**config.mk**
```make
export PLATFORM = sky130hd
export DESIGN_NAME = linear_probe_hash_set_unit
export DESIGN_NICKNAME = d
export VERILOG_FILES = /design/src/sv/lphs_pkg.sv /design/src/sv/linear_probe_hash_set_unit.sv
export SDC_FILE = /design/constraint.sdc
export NUM_CORES = 2
export LEC_CHECK = 0
export BUFFER_PORTS_ARGS = -buffer_cell sky130_fd_sc_hd__buf_4
export CAP_MARGIN = 20
export CORE_MARGIN = 2
export CORE_UTILIZATION = 40
export DETAILED_ROUTE_END_ITERATION = 12
export PLACE_DENSITY_LB_ADDON = 0.05
export REMOVE_ABC_BUFFERS = 1
export SYNTH_ARGS = -nofsm -noshare
export SYNTH_HDL_FRONTEND = slang
export SYNTH_SLANG_ARGS = --single-unit
```
**constraint.sdc**
```tcl
create_clock -name clk -period 6.33 [get_ports clk]
set_clock_uncertainty 0.2 [all_clocks]
set_input_delay 0.633 -clock clk [delete_from_list [all_inputs] [get_ports clk]]
set_output_delay 0.633 -clock clk [all_outputs]
set_load 0.02 [all_outputs]
```
**src/sv/lphs_pkg.sv**
```systemverilog
// Shared constants and types for the linear probing hash set unit.
package lphs_pkg;

    localparam int MAX_SLOTS = 64;
    localparam int POS_W = $clog2(MAX_SLOTS);
    localparam int SIZE_W = $clog2(MAX_SLOTS + 1);
    localparam int KEY_W = 31;
    localparam int CNT_W = $clog2(KEY_W);
    localparam int TABLE_SIZE_W = 7;
    localparam logic [TABLE_SIZE_W-1:0] TABLE_SIZE_RESET = 7'd64;
    localparam int CFG_ADDR_W = 3;
    localparam logic REG_TABLE_SIZE = 1'b0;

    localparam logic OP_INSERT = 1'b0;
    localparam logic OP_LOOKUP = 1'b1;

    typedef enum logic [2:0] {
        ST_INSERTED = 3'd0,
        ST_PRESENT  = 3'd1,
        ST_FULL     = 3'd2,
        ST_FOUND    = 3'd3,
        ST_MISSING  = 3'd4
    } status_t;

    typedef enum logic [1:0] {
        S_IDLE,
        S_DIV,
        S_LOOK,
        S_CMP
    } state_t;

endpackage

```
**src/sv/linear_probe_hash_set_unit.sv**
```systemverilog
// Linear probing hash set: key modulo unit, probe sequencer and slot key memory.
// Sequence: the request is registered on accept, S_DIV forms the key modulo table size by
// restoring division, then S_LOOK and S_CMP probe slot by slot until a match, an empty slot
// or a full pass; then the result beat. One item at a time, probes bounded by table size.
// Reset: all slot used bits clear at once (no clearing pass), table_size reads 64.
// Slot keys live in a single-port synchronous RAM and carry no reset.
module linear_probe_hash_set_unit
    import lphs_pkg::*;
(
    input  logic                  clk,
    input  logic                  rst_n,
    input  logic                  psel,
    input  logic                  penable,
    input  logic                  pwrite,
    input  logic [CFG_ADDR_W-1:0] paddr,
    input  logic [31:0]           pwdata,
    output logic [31:0]           prdata,
    output logic                  pready,
    input  logic                  in_valid,
    output logic                  in_stall,
    input  logic                  opcode,
    input  logic [KEY_W-1:0]      key,
    output logic                  out_valid,
    input  logic                  out_stall,
    output logic [2:0]            status
);

    state_t                  state_reg, state_next;
    logic [TABLE_SIZE_W-1:0] table_size_reg;
    logic [MAX_SLOTS-1:0]    used_reg, used_next;
    logic                    out_valid_reg, out_valid_next;
    status_t                 status_reg, status_next;
    logic                    op_reg, op_next;
    logic [KEY_W-1:0]        key_reg, key_next;
    logic [SIZE_W-1:0]       size_reg, size_next;
    logic [POS_W-1:0]        rem_reg, rem_next;
    logic [CNT_W-1:0]        cnt_reg, cnt_next;
    logic [POS_W-1:0]        pos_reg, pos_next;
    logic [SIZE_W-1:0]       probe_reg, probe_next;
    logic [KEY_W-1:0]        rd_reg;

    logic [KEY_W-1:0]        key_mem [MAX_SLOTS];
    logic                    mem_we;
    logic                    mem_re;

    logic [SIZE_W-1:0]       live_size;
    logic [SIZE_W-1:0]       div_try;
    logic [SIZE_W-1:0]       div_r;
    logic [SIZE_W-1:0]       size_last;
    logic                    can_emit;
    logic                    cfg_wr;

    // config port
    assign pready = 1'b1;
    assign cfg_wr = psel && penable && pwrite && (paddr[2] == REG_TABLE_SIZE);
    assign prdata = (paddr[2] == REG_TABLE_SIZE)
                  ? {{(32-TABLE_SIZE_W){1'b0}}, table_size_reg} : 32'd0;

    always_comb
    begin
        if (table_size_reg == '0)
            live_size = SIZE_W'(1);
        else if (SIZE_W'(table_size_reg) > SIZE_W'(MAX_SLOTS))
            live_size = SIZE_W'(MAX_SLOTS);
        else
            live_size = SIZE_W'(table_size_reg);
    end

    // one restoring step of key mod size
    assign div_try   = {rem_reg, key_reg[cnt_reg]};
    assign div_r     = (div_try >= size_reg) ? div_try - size_reg : div_try;
    assign size_last = size_reg - SIZE_W'(1);
    assign can_emit  = !out_valid_reg || !out_stall;

    assign in_stall  = (state_reg != S_IDLE);
    assign out_valid = out_valid_reg;
    assign status    = status_reg;

    always_comb
    begin
        state_next     = state_reg;
        used_next      = used_reg;
        out_valid_next = out_valid_reg && out_stall;
        status_next    = status_reg;
        op_next        = op_reg;
        key_next       = key_reg;
        size_next      = size_reg;
        rem_next       = rem_reg;
        cnt_next       = cnt_reg;
        pos_next       = pos_reg;
        probe_next     = probe_reg;
        mem_we         = 1'b0;
        mem_re         = 1'b0;
        case (state_reg)
            S_IDLE:
            begin
                if (in_valid)
                begin
                    op_next    = opcode;
                    key_next   = key;
                    size_next  = live_size;
                    rem_next   = '0;
                    cnt_next   = CNT_W'(KEY_W - 1);
                    state_next = S_DIV;
                end
            end
            S_DIV:
            begin
                rem_next = div_r[POS_W-1:0];
                cnt_next = cnt_reg - CNT_W'(1);
                if (cnt_reg == '0)
                begin
                    pos_next   = div_r[POS_W-1:0];
                    probe_next = '0;
                    state_next = S_LOOK;
                end
            end
            S_LOOK:
            begin
                if (!used_reg[pos_reg])
                begin
                    if (can_emit)
                    begin
                        if (op_reg == OP_INSERT)
                        begin
                            mem_we             = 1'b1;
                            used_next[pos_reg] = 1'b1;
                            status_next        = ST_INSERTED;
                        end
                        else
                            status_next = ST_MISSING;
                        out_valid_next = 1'b1;
                        state_next     = S_IDLE;
                    end
                end
                else
                begin
                    mem_re     = 1'b1;
                    state_next = S_CMP;
                end
            end
            S_CMP:
            begin
                if (rd_reg == key_reg)
                begin
                    if (can_emit)
                    begin
                        status_next    = (op_reg == OP_INSERT) ? ST_PRESENT : ST_FOUND;
                        out_valid_next = 1'b1;
                        state_next     = S_IDLE;
                    end
                end
                else if (probe_reg == size_last)
                begin
                    if (can_emit)
                    begin
                        status_next    = (op_reg == OP_INSERT) ? ST_FULL : ST_MISSING;
                        out_valid_next = 1'b1;
                        state_next     = S_IDLE;
                    end
                end
                else
                begin
                    probe_next = probe_reg + SIZE_W'(1);
                    pos_next   = ({1'b0, pos_reg} == size_last) ? '0 : pos_reg + POS_W'(1);
                    state_next = S_LOOK;
                end
            end
            default:
            begin
                state_next = S_IDLE;
            end
        endcase
    end

    always_ff @(posedge clk or negedge rst_n)
    begin
        if (!rst_n)
        begin
            state_reg      <= S_IDLE;
            used_reg       <= '0;
            out_valid_reg  <= 1'b0;
            table_size_reg <= TABLE_SIZE_RESET;
        end
        else
        begin
            state_reg     <= state_next;
            used_reg      <= used_next;
            out_valid_reg <= out_valid_next;
            if (cfg_wr)
                table_size_reg <= pwdata[TABLE_SIZE_W-1:0];
        end
    end

    always_ff @(posedge clk)
    begin
        status_reg <= status_next;
        op_reg     <= op_next;
        key_reg    <= key_next;
        size_reg   <= size_next;
        rem_reg    <= rem_next;
        cnt_reg    <= cnt_next;
        pos_reg    <= pos_next;
        probe_reg  <= probe_next;
    end

    // slot key memory
    always_ff @(posedge clk)
    begin
        if (mem_we)
            key_mem[pos_reg] <= key_reg;
        if (mem_re)
            rd_reg <= key_mem[pos_reg];
    end

endmodule

```
==> results.toml <==
[routing]
detailedRoute.firstIterationViolations = 5206
viasPerCell = 6.01
detail_route.drc_violations = 0
wl_um = 266000
dr_total_vias = 44696
drt.antenna.violating_nets = 0
dr.pass1.iters = 5
wl_per_cell_um = 35.8

[run]
cap_viol_max_count = 0

[critical_path]
crit_arrival_ns = 5.38
critPathRequiredTime_ns = 6.67
critical_path.slowest_cell = "sky130_fd_sc_hd__edfxtp_1"
end_kind = "flip-flop"
timing.critical_path.from_type = "flip-flop"
kind_of_critical_path = "flip-flop to flip-flop"
r2r-end = "key_mem[55][2]"
worstPathCellList = "buf_4, o211ai_1, a22o_1, a221o_1, nor4_4, nand3_1, buf_4, nor2_4, buf_12"
reg2reg_depth = 9
cpMostUsedCell = "sky130_fd_sc_hd__buf_4"
worst-r2r-setup-slack_ns = 1.29
cp_slowest_stage_delay_ns = 0.82
timing.rr.start = "pos_reg[2]"
critPathMaxFanout = 19

[power_and_ir_drop]
power_leakage_nw = 28.5
p_comb_share_pct = 11.9
clock_group_share_of_total_power_pct = 38.2
report.power.total_mw = 32.9
power_switching_share_pct = 25.9
power.net_switching_mw = 8.51
peakVddDrop_mv = 0.243
p_int_mw = 24.4
seq_power_share_pct = 49.9
cellPowerDensity_nw_per_um2 = 358

[layout]
layout.cells.most_common = "sky130_fd_sc_hd__edfxtp_1"
final_std_cells_w_o_fill = 7434
final.fill_count = 16838
fin_nets = 4692
largest_reg_flops = 1984
area.growth.synth_to_final_pct = 16.1
mostFrequentLayoutCells = "sky130_fd_sc_hd__edfxtp_1, sky130_fd_sc_hd__a22oi_1, sky130_fd_sc_hd__buf_4, sky130_fd_sc_hd__clkbuf_16, sky130_fd_sc_hd__a22o_1"
layout-drive-gt1-share_pct = 14.9

[yosys]
yosysWarnings = 0
synth_cell_types = 55
asyncSetResetFlopFracSynth_pct = 3.43
post_synth_inst_count = 4321
ys_seq_elements = 2155
summed_instance_area_of_the_synthesized_netlist_sq_um = 79300
avgSynthCellArea_sq_um = 18.3
number_of_enable_type_register_cells_in_the_synthesized_netlist = 2081
yosysSeqAreaShare_pct = 81.2
synth_top_flop_cell = "sky130_fd_sc_hd__edfxtp_1"

[placed_design]
numPortBuffers = 58
place_congestion = 0.803
placedCellCount = 6974
hpwlAfterDp_um = 149000

[floorplanning]
core_area_sq_um = 197000
initial_core_util_pct = 40.2
die_h_um = 449
core.rowCount = 163
fp.dieArea_sq_um = 202000
design.portCount = 112
die_width_um = 449

[cts]
num_cts_buffers = 225
clock_path_buffers = 3
post_cts_hold_buffer_count = 40
cts.repair.resized = 0
clock_latency_ns = 0.88
cts_clock_pin_slew_for_the_worst_setup_and_hold_paths_ns = 0.06
clock_tree.root_cell = "sky130_fd_sc_hd__clkbuf_16"
htree_num_levels = 4
clock_sinks = 2155
cts.repair_timing.setup_buffer_count = 0
clock_tree_from_tritoncts = "yes"

[grt]
global_route.usage.total_pct = 26.0
grt_antenna_before_repair = 12
largest_net_degree_at_the_start_of_global_routing = 75
wire_length_of_the_first_global_routing_pass_um = 366000
grt_remaining_overflow = 0
grt_pass1_vias = 43348

[timing]
fin_crit_sh_pct = 79.6
actual_transition_at_the_worst_max_transition_pin_ns = 1.19
rsz_0062_raised_after_global_routing = "no"
timing.fmax_ghz = 0.198
report.final.setup_viol = 0
final_report_hold_violation_count = 0
timing.final.crit_period_ns = 5.04
slew_headroom_pct = 20.7
slew_violations = 0
totalNegativeSetupSlack_ns = 0

[min_path]
worst_hold_path.endpoint = "out_valid"
timing.hold.worst_path_depth = 3
worst_hold_startpoint = "out_stall"
hold_class = "input pin to flip-flop"

[run_status]
run_status = "complete, no violations"
==> cell families (layout without fill, tap and decap cells) <==
kind of cell,count (synthesis),in the layout,share of synthesized area [%]
adders and majority gates,14,14,0.230
and+or+nand+nor,349,349,2.33
DFF,2155,2155,81.2
other,2,29,0.00948
buffers and inverters,335,781,1.76
AOI/OAI and AO/OA,1360,1360,13.0
xor gates and xnor gates,61,61,0.674
muxes,45,45,0.821
==> metal layers <==
| metal | routed length (um) | vias to the layer above | track usage [%] |
|---|---|---|---|
| met2 | 125000 | 1739 | 41.0 |
| met3 | 19100 | 305 | 4.65 |
| met4 | 6300 | 8 | 6.76 |
| met1 | 116000 | 23881 | 37.4 |
| li1 | - | 18763 | - |
| met5 | 56 | - | 0 |
==> power by group through the flow <==
stage / Clock (mW) / Sequential, mW / Combinational [mW]
after floorplan: 0 / 16.9 / 1.76
after global placement: 0 / 16.7 / 3.90
after detailed placement: 0 / 16.7 / 3.92
after CTS: 12.8 / 16.4 / 3.95
after global routing: 13.3 / 16.4 / 4.14
final: 12.6 / 16.4 / 3.93
==> worst max-delay path by stage <==
stage | from | to | slack [ns] | cells past startpoint
4_1_cts | pos_reg[1] | key_mem[55][3] | 1.26 | 10
5_1_grt | pos_reg[1] | key_mem[55][2] | 1.10 | 10
3_5_place_dp | pos_reg[1] | key_mem[49][17] | 1.29 | 10
6_report | pos_reg[2] | key_mem[55][2] | 1.29 | 9
2_1_floorplan | pos_reg[1] | rd_reg[4] | -10.50 | 6
3_3_place_gp | pos_reg[1] | key_mem[49][13] | 1.29 | 10
==> through the flow <==
step	cell area (sq um)	hold slack [ns]	worst slack [ns]	util (%)
2_1_floorplan	78000	0.137	-10.50	-
3_3_place_gp	84600	0.247	1.29	42.9
3_5_place_dp	84700	0.249	1.29	42.9
4_1_cts	92000	0.0323	1.26	46.6
5_1_grt	92000	0.0821	1.10	46.7
6_report	92000	0.0952	1.29	46.7
==> critical path, delay by kind of cell (launching register included) <==
| family | cells | cell delay, ns |
|---|---|---|
| compound gates | 3 | 0.74 |
| buf+inv | 3 | 1.02 |
| flops | 1 | 0.82 |
| simple gates | 3 | 1.87 |
==> cells in the mapped netlist (46+ instances only) <==
cell type,count,area share (%)
sky130_fd_sc_hd__edfxtp_1,2081,79
sky130_fd_sc_hd__a22oi_1,610,5.8
sky130_fd_sc_hd__clkbuf_1,215,1.0
sky130_fd_sc_hd__a22o_1,194,2.1
sky130_fd_sc_hd__a221oi_1,192,2.1
sky130_fd_sc_hd__a31oi_1,180,1.4
sky130_fd_sc_hd__nor2_1,99,0.47
sky130_fd_sc_hd__dfrtp_1,73,2.3
sky130_fd_sc_hd__nand4_1,68,0.54
sky130_fd_sc_hd__o21bai_1,64,0.61
sky130_fd_sc_hd__a21oi_1,61,0.39
sky130_fd_sc_hd__buf_1,46,0.22
sky130_fd_sc_hd__nand3_1,46,0.29
==> area by class of cell <==
class,instances,area [sq um],area share (%)
Sequential cell,2155,64300,69.9
Multi-Input combinational cell,1855,14200,15.5
Clock buffer,294,5980,6.50
Tap cell,2640,3300,3.59
Timing Repair Buffer,352,3200,3.48
Clock inverter,120,901,0.979
Inverter,15,56.3,0.0612
Antenna cell,3,7.51,0.00816
No activity file was read; power rests on OpenSTA's default activity.
